## src/sv/i2cms_pkg.sv

```systemverilog
// ----------------------------------------------------------------------------
// i2cms_pkg
// Shared types, codes and widths of the I2C master transfer sequencer.
// ----------------------------------------------------------------------------
package i2cms_pkg;

	// Widths fixed by the item and result fields
	localparam int BYTE_W   = 8;
	localparam int MODE_W   = 3;
	localparam int CNT_W    = 6;
	localparam int LIDX_W   = 5;
	localparam int KIND_W   = 3;
	localparam int PHASE_W  = 4;
	localparam int S_DATA_W = 48;
	localparam int M_DATA_W = 32;

	// Default buffer depth (2 to 64)
	localparam int BUFFER_DEPTH_DEF = 32;

	// Input modes
	localparam logic [MODE_W-1:0] MODE_READ   = 3'd0;
	localparam logic [MODE_W-1:0] MODE_WRITE  = 3'd1;
	localparam logic [MODE_W-1:0] MODE_LOAD   = 3'd2;
	localparam logic [MODE_W-1:0] MODE_STATUS = 3'd3;
	localparam logic [MODE_W-1:0] MODE_TICK   = 3'd4;

	// Reply kinds
	localparam logic [KIND_W-1:0] KIND_CMD     = 3'd0;
	localparam logic [KIND_W-1:0] KIND_REFUSED = 3'd1;
	localparam logic [KIND_W-1:0] KIND_WDONE   = 3'd2;
	localparam logic [KIND_W-1:0] KIND_RBYTE   = 3'd3;
	localparam logic [KIND_W-1:0] KIND_NONE    = 3'd4;

	// Transfer phases
	localparam logic [PHASE_W-1:0] PH_IDLE     = 4'd0;
	localparam logic [PHASE_W-1:0] PH_RD_START = 4'd1;
	localparam logic [PHASE_W-1:0] PH_RD_ADDR  = 4'd2;
	localparam logic [PHASE_W-1:0] PH_RD_BYTES = 4'd3;
	localparam logic [PHASE_W-1:0] PH_RD_LAST  = 4'd4;
	localparam logic [PHASE_W-1:0] PH_RD_DONE  = 4'd5;
	localparam logic [PHASE_W-1:0] PH_WR_START = 4'd6;
	localparam logic [PHASE_W-1:0] PH_WR_ADDR  = 4'd7;
	localparam logic [PHASE_W-1:0] PH_WR_DATA  = 4'd8;
	localparam logic [PHASE_W-1:0] PH_WR_DONE  = 4'd9;

	// TWI status codes (prescaler bits masked off)
	localparam logic [BYTE_W-1:0] STS_MASK       = 8'hF8;
	localparam logic [BYTE_W-1:0] STS_START      = 8'h08;
	localparam logic [BYTE_W-1:0] STS_RSTART     = 8'h10;
	localparam logic [BYTE_W-1:0] STS_MT_SLA_ACK = 8'h18;
	localparam logic [BYTE_W-1:0] STS_MT_DAT_ACK = 8'h28;
	localparam logic [BYTE_W-1:0] STS_MR_SLA_ACK = 8'h40;
	localparam logic [BYTE_W-1:0] STS_MR_DAT_ACK = 8'h50;
	localparam logic [BYTE_W-1:0] STS_MR_DAT_NAK = 8'h58;
	localparam logic [BYTE_W-1:0] STS_SR_DAT_ACK = 8'h80;
	localparam logic [BYTE_W-1:0] STS_SR_DAT_NAK = 8'h88;

	// Address byte with the direction bit cleared
	localparam logic [BYTE_W-1:0] ADDR_MASK = 8'hFE;

	// One input item
	typedef struct packed {
		logic [MODE_W-1:0] mode;
		logic [BYTE_W-1:0] device_address;
		logic [CNT_W-1:0]  transfer_length;
		logic [LIDX_W-1:0] load_index;
		logic [BYTE_W-1:0] load_value;
		logic [BYTE_W-1:0] bus_status;
		logic [BYTE_W-1:0] received_byte;
	} item_t;

	// One result item
	typedef struct packed {
		logic [KIND_W-1:0] kind;
		logic              tx_valid;
		logic [BYTE_W-1:0] tx_value;
		logic              send_start;
		logic              send_stop;
		logic              ack_next;
		logic              irq_enable;
		logic              success;
		logic [BYTE_W-1:0] read_value;
		logic [CNT_W-1:0]  read_count;
		logic              last;
	} result_t;

endpackage

```

## src/sv/i2cms_ram.sv

```systemverilog
// ----------------------------------------------------------------------------
// i2cms_ram
// Byte buffer: one write port, one read port, registered read data.
// ----------------------------------------------------------------------------
module i2cms_ram #(
	parameter int DEPTH = i2cms_pkg::BUFFER_DEPTH_DEF,
	parameter int WIDTH = i2cms_pkg::BYTE_W
) (
	input  logic                     clk,
	input  logic                     we,
	input  logic [$clog2(DEPTH)-1:0] waddr,
	input  logic [WIDTH-1:0]         wdata,
	input  logic [$clog2(DEPTH)-1:0] raddr,
	output logic [WIDTH-1:0]         rdata
);

	logic [WIDTH-1:0] mem [DEPTH];

	// write, then registered read
	always_ff @(posedge clk) begin
		if (we) begin
			mem[waddr] <= wdata;
		end
		rdata <= mem[raddr];
	end

endmodule

```

## src/sv/i2cms_ctrl.sv

```systemverilog
// ----------------------------------------------------------------------------
// i2cms_ctrl
// Transfer sequencer: takes one item, reads the buffers, forms the reply,
// writes back, and streams the received bytes after a completed read.
// ----------------------------------------------------------------------------
module i2cms_ctrl #(
	parameter int BUFFER_DEPTH = i2cms_pkg::BUFFER_DEPTH_DEF
) (
	input  logic                    clk,
	input  logic                    arst_n,
	input  logic                    in_valid,
	output logic                    in_ready,
	input  i2cms_pkg::item_t        in_item,
	output logic                    res_valid,
	input  logic                    res_ready,
	output i2cms_pkg::result_t      res
);

	localparam int AW = $clog2(BUFFER_DEPTH);
	localparam int CW = i2cms_pkg::CNT_W;
	localparam logic [CW:0] DEPTH_V = (CW+1)'(BUFFER_DEPTH);

	// sequencer states
	localparam logic [1:0] S_ACC  = 2'd0;
	localparam logic [1:0] S_EXEC = 2'd1;
	localparam logic [1:0] S_RD   = 2'd2;
	localparam logic [1:0] S_RB   = 2'd3;

	logic [1:0]                        st_q;
	logic [i2cms_pkg::PHASE_W-1:0]     phase_q, phase_d;
	logic [i2cms_pkg::BYTE_W-1:0]      target_q, target_d;
	logic [CW-1:0]                     count_q, count_d;
	logic [CW-1:0]                     pos_q, pos_d, pos_inc, pos_inc2;
	logic [CW-1:0]                     idx_q, idx_inc;
	i2cms_pkg::item_t                  item_q;
	i2cms_pkg::result_t                exec_res, strm_res;
	logic [i2cms_pkg::BYTE_W-1:0]      sts;
	logic [i2cms_pkg::BYTE_W-1:0]      tx_rdata, rx_rdata;
	logic [AW-1:0]                     tx_raddr, tx_waddr, rx_waddr, rx_raddr;
	logic [CW:0]                       lidx_ext;
	logic                              tx_we, rx_we, rx_we_c, tx_we_c;
	logic                              go_stream, commit, strm_last;

	assign pos_inc  = pos_q + CW'(1);
	assign pos_inc2 = pos_inc + CW'(1);
	assign idx_inc  = idx_q + CW'(1);
	assign sts      = item_q.bus_status & i2cms_pkg::STS_MASK;
	assign lidx_ext = (CW+1)'(item_q.load_index);

	// buffer addresses: next write byte, load slot, receive slot, stream slot
	assign tx_raddr = (phase_q == i2cms_pkg::PH_WR_DATA) ? pos_inc[AW-1:0] : '0;
	assign tx_waddr = lidx_ext[AW-1:0];
	assign rx_waddr = pos_q[AW-1:0];
	assign rx_raddr = idx_q[AW-1:0];

	// reply and next state for the held item
	always_comb begin
		exec_res            = '0;
		exec_res.kind       = i2cms_pkg::KIND_NONE;
		exec_res.last       = 1'b1;
		phase_d             = phase_q;
		target_d            = target_q;
		count_d             = count_q;
		pos_d               = pos_q;
		tx_we_c             = 1'b0;
		rx_we_c             = 1'b0;
		go_stream           = 1'b0;
		unique case (item_q.mode)
			i2cms_pkg::MODE_READ, i2cms_pkg::MODE_WRITE: begin
				if (phase_q != i2cms_pkg::PH_IDLE || item_q.transfer_length == '0 ||
				    (CW+1)'(item_q.transfer_length) > DEPTH_V) begin
					exec_res.kind = i2cms_pkg::KIND_REFUSED;
				end else begin
					target_d = item_q.device_address & i2cms_pkg::ADDR_MASK;
					count_d  = item_q.transfer_length;
					phase_d  = (item_q.mode == i2cms_pkg::MODE_READ) ?
					           i2cms_pkg::PH_RD_START : i2cms_pkg::PH_WR_START;
					exec_res.kind       = i2cms_pkg::KIND_CMD;
					exec_res.send_start = 1'b1;
					exec_res.irq_enable = 1'b1;
				end
			end
			i2cms_pkg::MODE_LOAD: begin
				tx_we_c = (lidx_ext < DEPTH_V);
			end
			i2cms_pkg::MODE_STATUS: begin
				if (sts == i2cms_pkg::STS_START || sts == i2cms_pkg::STS_RSTART) begin
					if (phase_q == i2cms_pkg::PH_RD_START) begin
						phase_d             = i2cms_pkg::PH_RD_ADDR;
						exec_res.kind       = i2cms_pkg::KIND_CMD;
						exec_res.tx_valid   = 1'b1;
						exec_res.tx_value   = target_q | 8'h01;
						exec_res.irq_enable = 1'b1;
					end else if (phase_q == i2cms_pkg::PH_WR_START) begin
						phase_d             = i2cms_pkg::PH_WR_ADDR;
						exec_res.kind       = i2cms_pkg::KIND_CMD;
						exec_res.tx_valid   = 1'b1;
						exec_res.tx_value   = target_q;
						exec_res.irq_enable = 1'b1;
					end
				end else if (sts == i2cms_pkg::STS_MT_SLA_ACK ||
				             sts == i2cms_pkg::STS_MR_SLA_ACK) begin
					if (phase_q == i2cms_pkg::PH_RD_ADDR) begin
						pos_d               = '0;
						exec_res.kind       = i2cms_pkg::KIND_CMD;
						exec_res.irq_enable = 1'b1;
						if (count_q != CW'(1)) begin
							phase_d           = i2cms_pkg::PH_RD_BYTES;
							exec_res.ack_next = 1'b1;
						end else begin
							phase_d = i2cms_pkg::PH_RD_LAST;
						end
					end else if (phase_q == i2cms_pkg::PH_WR_ADDR) begin
						pos_d               = '0;
						phase_d             = i2cms_pkg::PH_WR_DATA;
						exec_res.kind       = i2cms_pkg::KIND_CMD;
						exec_res.tx_valid   = 1'b1;
						exec_res.tx_value   = tx_rdata;
						exec_res.ack_next   = 1'b1;
						exec_res.irq_enable = 1'b1;
					end
				end else if (sts == i2cms_pkg::STS_MT_DAT_ACK) begin
					if (phase_q == i2cms_pkg::PH_WR_DATA) begin
						exec_res.kind = i2cms_pkg::KIND_CMD;
						if (count_q != pos_inc) begin
							pos_d               = pos_inc;
							exec_res.tx_valid   = 1'b1;
							exec_res.tx_value   = tx_rdata;
							exec_res.ack_next   = 1'b1;
							exec_res.irq_enable = 1'b1;
						end else begin
							phase_d            = i2cms_pkg::PH_WR_DONE;
							exec_res.send_stop = 1'b1;
						end
					end
				end else if (sts == i2cms_pkg::STS_MR_DAT_ACK ||
				             sts == i2cms_pkg::STS_SR_DAT_ACK) begin
					if (phase_q == i2cms_pkg::PH_RD_BYTES) begin
						rx_we_c             = 1'b1;
						pos_d               = pos_inc;
						exec_res.kind       = i2cms_pkg::KIND_CMD;
						exec_res.irq_enable = 1'b1;
						if (pos_inc2 == count_q) begin
							phase_d = i2cms_pkg::PH_RD_LAST;
						end else begin
							exec_res.ack_next = 1'b1;
						end
					end
				end else if (sts == i2cms_pkg::STS_MR_DAT_NAK ||
				             sts == i2cms_pkg::STS_SR_DAT_NAK) begin
					if (phase_q == i2cms_pkg::PH_RD_LAST) begin
						rx_we_c            = 1'b1;
						phase_d            = i2cms_pkg::PH_RD_DONE;
						exec_res.kind      = i2cms_pkg::KIND_CMD;
						exec_res.send_stop = 1'b1;
					end
				end
			end
			i2cms_pkg::MODE_TICK: begin
				if (phase_q == i2cms_pkg::PH_WR_DONE) begin
					phase_d          = i2cms_pkg::PH_IDLE;
					exec_res.kind    = i2cms_pkg::KIND_WDONE;
					exec_res.success = 1'b1;
				end else if (phase_q == i2cms_pkg::PH_RD_DONE) begin
					phase_d   = i2cms_pkg::PH_IDLE;
					go_stream = 1'b1;
				end
			end
			default: begin
			end
		endcase
	end

	// one received byte of the completed read
	assign strm_last = (idx_inc == count_q);
	always_comb begin
		strm_res            = '0;
		strm_res.kind       = i2cms_pkg::KIND_RBYTE;
		strm_res.success    = 1'b1;
		strm_res.read_value = rx_rdata;
		strm_res.read_count = count_q;
		strm_res.last       = strm_last;
	end

	// handshake with the output stage
	assign in_ready  = (st_q == S_ACC);
	assign res_valid = (st_q == S_RB) || (st_q == S_EXEC && !go_stream);
	assign res       = (st_q == S_RB) ? strm_res : exec_res;
	assign commit    = (st_q == S_EXEC) && (go_stream || res_ready);
	assign tx_we     = commit && tx_we_c;
	assign rx_we     = commit && rx_we_c;

	// item hold register
	always_ff @(posedge clk) begin
		if (in_valid && in_ready) begin
			item_q <= in_item;
		end
	end

	// sequencer and transfer state
	always_ff @(posedge clk or negedge arst_n) begin
		if (!arst_n) begin
			st_q     <= S_ACC;
			phase_q  <= i2cms_pkg::PH_IDLE;
			target_q <= '0;
			count_q  <= '0;
			pos_q    <= '0;
			idx_q    <= '0;
		end else begin
			unique case (st_q)
				S_ACC: begin
					if (in_valid) begin
						st_q <= S_EXEC;
					end
				end
				S_EXEC: begin
					if (commit) begin
						phase_q  <= phase_d;
						target_q <= target_d;
						count_q  <= count_d;
						pos_q    <= pos_d;
						idx_q    <= '0;
						st_q     <= go_stream ? S_RD : S_ACC;
					end
				end
				S_RD: begin
					st_q <= S_RB;
				end
				S_RB: begin
					if (res_ready) begin
						if (strm_last) begin
							st_q <= S_ACC;
						end else begin
							idx_q <= idx_inc;
							st_q  <= S_RD;
						end
					end
				end
				default: begin
					st_q <= S_ACC;
				end
			endcase
		end
	end

	// write buffer
	i2cms_ram #(
		.DEPTH (BUFFER_DEPTH),
		.WIDTH (i2cms_pkg::BYTE_W)
	) u_tx_ram (
		.clk   (clk),
		.we    (tx_we),
		.waddr (tx_waddr),
		.wdata (item_q.load_value),
		.raddr (tx_raddr),
		.rdata (tx_rdata)
	);

	// receive buffer
	i2cms_ram #(
		.DEPTH (BUFFER_DEPTH),
		.WIDTH (i2cms_pkg::BYTE_W)
	) u_rx_ram (
		.clk   (clk),
		.we    (rx_we),
		.waddr (rx_waddr),
		.wdata (item_q.received_byte),
		.raddr (rx_raddr),
		.rdata (rx_rdata)
	);

endmodule

```

## src/sv/i2c_master_transfer_sequencer_top.sv

```systemverilog
// An item is taken in the accept state; its reply is formed in the execute
// state, once the buffer memory's registered read data is back. A tick after
// a completed read streams the received bytes, each read from the receive
// buffer and then held until the output accepts it; the last one carries
// tlast. The next item is taken while a reply waits in the output register.
// The byte buffers are not cleared after reset; no start-up pass.
// ----------------------------------------------------------------------------
// i2c_master_transfer_sequencer_top
// I2C master read and write sequencer driven by TWI status events.
// ----------------------------------------------------------------------------
module i2c_master_transfer_sequencer_top #(
	parameter int BUFFER_DEPTH = i2cms_pkg::BUFFER_DEPTH_DEF
) (
	input  logic                             clk,
	input  logic                             arst_n,
	input  logic                             s_tvalid,
	output logic                             s_tready,
	// [7:0] device_address, [13:8] transfer_length, [18:14] load_index,
	// [26:19] load_value, [34:27] bus_status, [42:35] received_byte
	input  logic [i2cms_pkg::S_DATA_W-1:0]   s_tdata,
	// [2:0] mode
	input  logic [i2cms_pkg::MODE_W-1:0]     s_tuser,
	output logic                             m_tvalid,
	input  logic                             m_tready,
	// [0] tx_valid, [8:1] tx_value, [9] send_start, [10] send_stop,
	// [11] ack_next, [12] irq_enable, [13] success, [21:14] read_value,
	// [27:22] read_count
	output logic [i2cms_pkg::M_DATA_W-1:0]   m_tdata,
	// [2:0] reply_kind
	output logic [i2cms_pkg::KIND_W-1:0]     m_tuser,
	output logic                             m_tlast
);

	i2cms_pkg::item_t   in_item;
	i2cms_pkg::result_t res, out_q;
	logic               res_valid, res_ready, out_valid_q;

	// unpack the slave-side transfer
	always_comb begin
		in_item                 = '0;
		in_item.mode            = s_tuser;
		in_item.device_address  = s_tdata[7:0];
		in_item.transfer_length = s_tdata[13:8];
		in_item.load_index      = s_tdata[18:14];
		in_item.load_value      = s_tdata[26:19];
		in_item.bus_status      = s_tdata[34:27];
		in_item.received_byte   = s_tdata[42:35];
	end

	i2cms_ctrl #(
		.BUFFER_DEPTH (BUFFER_DEPTH)
	) u_ctrl (
		.clk       (clk),
		.arst_n    (arst_n),
		.in_valid  (s_tvalid),
		.in_ready  (s_tready),
		.in_item   (in_item),
		.res_valid (res_valid),
		.res_ready (res_ready),
		.res       (res)
	);

	// output register
	assign res_ready = !out_valid_q || m_tready;

	always_ff @(posedge clk or negedge arst_n) begin
		if (!arst_n) begin
			out_valid_q <= 1'b0;
		end else if (res_ready) begin
			out_valid_q <= res_valid;
		end
	end

	always_ff @(posedge clk) begin
		if (res_ready && res_valid) begin
			out_q <= res;
		end
	end

	// pack the master-side transfer
	assign m_tvalid = out_valid_q;
	assign m_tuser  = out_q.kind;
	assign m_tlast  = out_q.last;
	assign m_tdata  = {4'b0, out_q.read_count, out_q.read_value, out_q.success,
	                   out_q.irq_enable, out_q.ack_next, out_q.send_stop,
	                   out_q.send_start, out_q.tx_value, out_q.tx_valid};

`ifndef SYNTHESIS
	// an item is taken only when no reply is being formed
	a_ready_excl: assert property (@(posedge clk) disable iff (!arst_n)
		s_tready |-> !res_valid)
		else $error("item taken while a reply is pending");

	// one item at a time: no transfer in the cycle after one is taken
	a_one_item: assert property (@(posedge clk) disable iff (!arst_n)
		(s_tvalid && s_tready) |=> !s_tready)
		else $error("second item taken before the first was processed");

	// every reply other than a read byte closes its item
	a_single_last: assert property (@(posedge clk) disable iff (!arst_n)
		(res_valid && res.kind != i2cms_pkg::KIND_RBYTE) |-> res.last)
		else $error("single reply without last marker");
`endif

endmodule
```

## config.mk

```make
export PLATFORM = sky130hd
export DESIGN_NAME = i2c_master_transfer_sequencer_top
export DESIGN_NICKNAME = d
export VERILOG_FILES = /design/src/sv/i2cms_pkg.sv /design/src/sv/i2cms_ram.sv /design/src/sv/i2cms_ctrl.sv /design/src/sv/i2c_master_transfer_sequencer_top.sv
export SDC_FILE = /design/constraint.sdc
export NUM_CORES = 1
export LEC_CHECK = 0
export ABC_AREA = 1
export BUFFER_PORTS_ARGS = -buffer_cell sky130_fd_sc_hd__buf_2
export CAP_MARGIN = 40
export CORE_MARGIN = 8
export CORE_UTILIZATION = 53
export DETAILED_ROUTE_END_ITERATION = 7
export PLACE_DENSITY = 0.7
export SLEW_MARGIN = 10
export SYNTH_ARGS = -nofsm -noshare
export SYNTH_HDL_FRONTEND = slang
export SYNTH_SLANG_ARGS = --single-unit
```

## constraint.sdc

```tcl
create_clock -name clk -period 4.74 [get_ports clk]
set_input_delay 0.711 -clock clk [delete_from_list [all_inputs] [get_ports clk]]
set_output_delay 0.711 -clock clk [all_outputs]
set_load 0.02 [all_outputs]
```

Word-level counts from Yosys, hierarchy flattened
Memory sizes are Yosys's and may differ from the RTL's. A register that Yosys moved wholly into a read port is not among the register bits.
Index checks and enable logic that the tools add are counted.
- bits in registers: 110
- memory bits (writable): 512
- input port bits: 55
- memories: 2
- $add $sub $neg: 3
- $lt $le $gt $ge: 2
- equality and inequality tests: 46
- mux-type cells: 92
- bitwise operators: 4
- reductions and logical operators: 35
- memory list (name ; depth ; width ; read ports ; clocked after memory_dff ; wr ports ; line ; source):
    u_ctrl.u_rx_ram.mem ; 32 ; 8 ; 1 ; 1 ; 1 ; i2cms_ram.sv:17 ; logic [WIDTH-1:0] mem [DEPTH];
    u_ctrl.u_tx_ram.mem ; 32 ; 8 ; 1 ; 1 ; 1 ; i2cms_ram.sv:17 ;
- operator list (operator ; count):
    2-to-1 mux 12 bit ; 6
    2-to-1 mux 4 bit ; 17
    2-to-1 mux 6 bit ; 11
    2-to-1 mux 3 bit ; 11
    2-to-1 mux 1 bit ; 27
    2-to-1 mux 9 bit ; 3
    2-to-1 mux 2 bit ; 11
    adder 6 x 1 -> 6 bit (second input constant) ; 3
    != test 6 x 1 -> 1 bit (second input constant) ; 3
    == test 4 x 3 -> 1 bit (second input constant) ; 4
    == test 5 x 4 -> 1 bit (second input constant) ; 3
    AND reduction 13 bit ; 1
    == test 6 bit ; 2
    != test 6 x 3 -> 1 bit (second input constant) ; 2
    one-hot mux 4 bit (3 select lines) ; 1
    one-hot mux 6 bit (2 select lines) ; 1
    == test 5 x 2 -> 1 bit (second input constant) ; 2
    == test 5 bit (second input constant) ; 2
    logical OR 1 bit ; 9
    one-hot mux 3 bit (3 select lines) ; 1
    AND reduction 9 bit ; 1
    nonzero test 3 bit ; 3
    == test 4 x 2 -> 1 bit (second input constant) ; 2
    == test 4 bit (second input constant) ; 2
    36 further kinds ; 54

Logic depth before layout (Yosys ltp)
- depth after elaboration: 11
- depth in mapped cells: 20
- depth with buffers taken out: 18

By module
From an unflattened synthesis, not the netlist that was laid out.
- cell total of the unflattened synthesis: 2359
- area total of the unflattened synthesis: 26656.8 sq um
- modules (own cells, without submodules) (module ; instances ; cells each ; area an instance (sq um) ; seq. area each (sq um)):
    i2cms_ram ; 2 ; 922 ; 10786.6 ; 7847.5
    i2cms_ctrl ; 1 ; 472 ; 4043.9 ; 2037.0
    i2c_master_transfer_sequencer_top ; 1 ; 43 ; 1039.7 ; 985.9

Worst setup path after synthesis
Ideal clock, no wire load.
- path kind: input port to flip-flop
- from: in s_tvalid
- to: reg u_ctrl.item_q[0] (netlist bit), enable pin
- library setup time: 0.494 ns
- arrival time: 3.617 ns
- data required time: 4.246 ns
- path slack: 0.630 ns
- cell stages on the path: 2
- path buffers: 0
- cells stage by stage: inv_1 -> nor3_1
- cells in the longest elaborated chain, start to end: 1
- RTL lines (element ; line ; source):
    start, declared ; i2c_master_transfer_sequencer_top.sv:16 ; input logic s_tvalid,
    logical AND 1 bit ; i2cms_ctrl.sv:195 ; if (in_valid && in_ready) begin
    end signal, assigned ; i2cms_ctrl.sv:196 ; item_q <= in_item;
    end, declared ; i2cms_ctrl.sv:35 ; i2cms_pkg::item_t item_q;
Every way passes these cells.
A chain may end at the register's enable or synchronous reset.

Worst setup path in the final report
- from: reg u_ctrl.pos_q[0]
- to: reg u_ctrl.u_tx_ram.rdata[1] (read register of u_ctrl.u_tx_ram.mem)
- cells in the longest elaborated chain, start to end: 2
- RTL lines (element ; line ; source):
    start, declared ; i2cms_ctrl.sv:33 ; logic [CW-1:0] pos_q, pos_d, pos_inc, pos_inc2;
    start signal, assigned ; i2cms_ctrl.sv:221 ; pos_q <= pos_d;
    adder 6 x 1 -> 6 bit ; i2cms_ctrl.sv:44 ; assign pos_inc = pos_q + CW'(1);
    2-to-1 mux 5 bit ; i2cms_ctrl.sv:51 ; assign tx_raddr = (phase_q == i2cms_pkg::PH_WR_DATA) ? pos_inc[AW-1:0] : '0;
    end, declared ; i2cms_ram.sv:14 ; output logic [WIDTH-1:0] rdata
Every way passes these cells.

==> summary.md <==
| Metric | Value |
|---|---|
| Final core occ | `0.595` |
| Tmin final | `3.51 ns` |
| CP Launch Type | `flop` |
| Total core area | `48500 sq um` |
| Netlist Area Pre-Place | `25900 sq um` |
| CP required | `5.30 ns` |
| CTS clock-pin slew for the worst setup and hold paths | `0.06 ns` |
| Cell row count | `81` |
| DRC | `0` |
| Clock Latency Late Sink | `0.62 ns` |
| Synth Register Bits | `634` |
| Multi-input logic area | `6230 sq um` |
| Design Area, Final | `28900 sq um` |
| Met1 Use GR | `0.257` |
| CP Cell Sequence | `inv_2 -> ha_1 -> inv_1 -> buf_4 -> nor2_4 -> buf_4 -> o21ai_0 -> o21ai_0 -> o21ai_0 -> o21ai_1 -> nand2_1 -> nand2_1` |
| Num ports | `93` |
| Worst-Margin Slew | `0.860 ns` |
| Top cells by area, synth | `edfxtp_1, o21ai_0, nor2_1` |
| Crit path top cell by count | `o21ai_0` |
| All-Layer GR Usage | `0.205` |
| Power per cell area | `494 nW/um^2` |
| RSZ-0062 raised after global routing | `false` |
| Fin crit share | `0.740` |
| Post-synthesis sequential area ratio | `0.724` |
| Overall power | `14.3 mW` |
| Register Area | `18700 sq um` |
| DR WL/cell | `21.0 microns` |
| Final non-filler cell total | `2800` |
| Area leader, netlist | `edfxtp_1` |
| Post-synth EDFFs | `586` |
| Worst Path Max Fanout | `57` |
| Maxcap violations | `0` |
| Initial antenna violation count | `1` |
| Die area | `56100 sq um` |
| Setup-failing EPs final | `0` |
| HPWL after DPL | `37500 microns` |
| Share of cells above drive strength 1 | `0.124` |
| Busiest layer in global routing | `met2` |
| Hold Vio Cnt, Final | `0` |
| Post-synth ARST share | `0.0505` |
| Routed Wire Length | `58800 microns` |
| CP max stage delay | `0.67 ns` |
| Layout Nets | `2193` |
| Largest net degree at the start of global routing | `68` |
| First-pass GRT wire length | `90600 microns` |
| Pre-CTS setup slack | `1.29 ns` |
| Gr ovfl total | `0` |
| Cells after synthesis | `2050` |
| Placed insts | `2693` |
| Resize count post-CTS | `0` |
| H-Tree Depth | `2` |
| Max VDD drop | `376 uV` |
| Worst slew margin | `0.425` |
| Clock sinks | `634` |
| Crit Path Category | `flop to flop` |
| Top-count cell post-synth | `edfxtp_1` |
| Die Span X | `237 microns` |
| Worst Skew | `0.0308 ns` |
| Num CTS Buffers | `59` |
| Max Buffers Root-to-Sink | `3` |
| Critical path's slowest cell | `dfrtp_1` |
| Hold Slack | `0.193 ns` |
| Post-synth top cells | `edfxtp_1, nor2_1, nand2_1` |
| Iteration-0 DRC count of the detailed router | `1791` |
| Post-DP Area | `27000 sq um` |
| Via density per instance | `5.82` |
| Router iterations before antenna repair | `5` |
| Global Route met2 Usage | `0.354` |
| Vias after detailed routing | `16300` |
| TritonCTS clock tree | `yes` |
| Fmax | `0.285 GHz` |
| Crit. End Element | `flop` |
| Final TNS setup | `0 ns` |
| Die Y | `237 microns` |
| Max-slew violations | `0` |
| Routability cong. | `0.862` |
| Area delta synth->final | `11.6%` |
| Hold_buf cts | `0` |
| Port bufs | `79` |
| Fill cell count | `3738` |
| Netlist cell types | `50` |
| Clk root buf | `clkbuf_16` |
| Ys Warns | `0` |
| Final antenna diode count | `0` |
| Setup bufs post-CTS | `0` |
| Hold Crit Class | `input pin to async pin` |
| Leak pwr | `10.1 nW` |
| DRT antenna net count | `0` |
| Number of global-route vias before repair | `16200` |
| Status | `complete, no violations` |
| Avg Cell Area, Syn | `12.6 sq um` |
| GR Util met3 | `0.0310` |
| Top FF cell, synth | `edfxtp_1` |
| Post-route setup slack | `1.23 ns` |
| Post-synth top area share | `0.680` |
| CP arrival | `4.07 ns` |
| Starting Density | `0.533` |
-- cells by family after synthesis --
family,after synthesis,synth area share
compound gates,470,0.105
xor+xnor,4,0.00135
fa+ha+maj,6,0.00290
buf+inv,204,0.0364
flops,634,0.724
mux,35,0.0139
other cells,1,0.000145
simple gates,696,0.116
-- layout make-up --
cell class              count  share of cell area
flip-flops and latches    634               0.648
multi-input cells        1215               0.216
clock buffers              87              0.0601
repair buffers            126              0.0316
well taps                 622              0.0270
inverters                  96              0.0125
clock inverters            20             0.00477
-- worst max-delay path: cells and delay by family (launching register included) --
family / cells / cell delay (ns)
simple gates: 3 / 0.32
flops: 1 / 0.67
compound gates: 4 / 0.94
buf+inv: 4 / 0.90
fa+ha+maj: 1 / 0.61
-- metal layers --
metal	share of wire	vias to the layer above
met4	0.037	0
met2	0.50	667
met3	0.071	135
met1	0.39	7880
met5	0	-
li1	-	7626
-- flip-flops by register name, indices dropped and copies added (netlist names) --
signal                 flops
u_ctrl.phase_q             4
u_ctrl.count_q             6
m_tvalid                   1
u_ctrl.u_tx_ram.mem      256
m_tlast                    1
u_ctrl.item_q             37
m_tdata                   28
u_ctrl.tx_waddr            5
u_ctrl.idx_q               6
u_ctrl.u_tx_ram.rdata      8
u_ctrl.u_rx_ram.rdata      8
u_ctrl.pos_q               6
u_ctrl.st_q                2
u_ctrl.u_rx_ram.mem      256
m_tuser                    3
u_ctrl.target_q            7
-- placed cells by master, fill, tap and decap left out, types with 15 or more instances in the layout --
| cell | instances |
|---|---|
| buf_2 | 81 |
| edfxtp_1 | 586 |
| or2_2 | 16 |
| o221ai_1 | 15 |
| or2_1 | 18 |
| buf_4 | 28 |
| o21ai_0 | 213 |
| dfxtp_1 | 16 |
| mux2i_1 | 28 |
| a21oi_1 | 53 |
| o211ai_1 | 40 |
| o21ai_1 | 18 |
| nand2_1 | 252 |
| inv_1 | 84 |
| nor2_1 | 260 |
| o22ai_1 | 94 |
| clkbuf_1 | 16 |
| clkbuf_16 | 62 |
| nand3_1 | 101 |
| dfrtp_1 | 31 |
-- path summary, 6_finish.rpt --
check | start | cells after the start | slack [ns] | to
worst min-delay path | arst_n | 1 | 0.19 | u_ctrl.pos_q[4]
worst max register to register | u_ctrl.pos_q[0] | 12 | 1.23 | u_ctrl.u_tx_ram.rdata[1]
worst min register to register | u_ctrl.item_q[38] | 1 | 0.48 | u_ctrl.target_q[3]
max in group asynchronous | arst_n | 1 | 3.94 | u_ctrl.idx_q[0]
min in group clk | s_tdata[22] | 1 | 0.26 | u_ctrl.item_q[19]
worst max-delay path | u_ctrl.pos_q[0] | 12 | 1.23 | u_ctrl.u_tx_ram.rdata[1]
-- power by group --
| group | internal [mW] | total (mW) | switching, mW | leakage, nW |
|---|---|---|---|---|
| logic | 0.811 | 2.69 | 1.88 | 3.30 |
| clock network | 2.58 | 4.55 | 1.97 | 0.924 |
| registers | 6.62 | 7.02 | 0.396 | 5.85 |
Note: power is estimated with default switching activity, not from simulation.
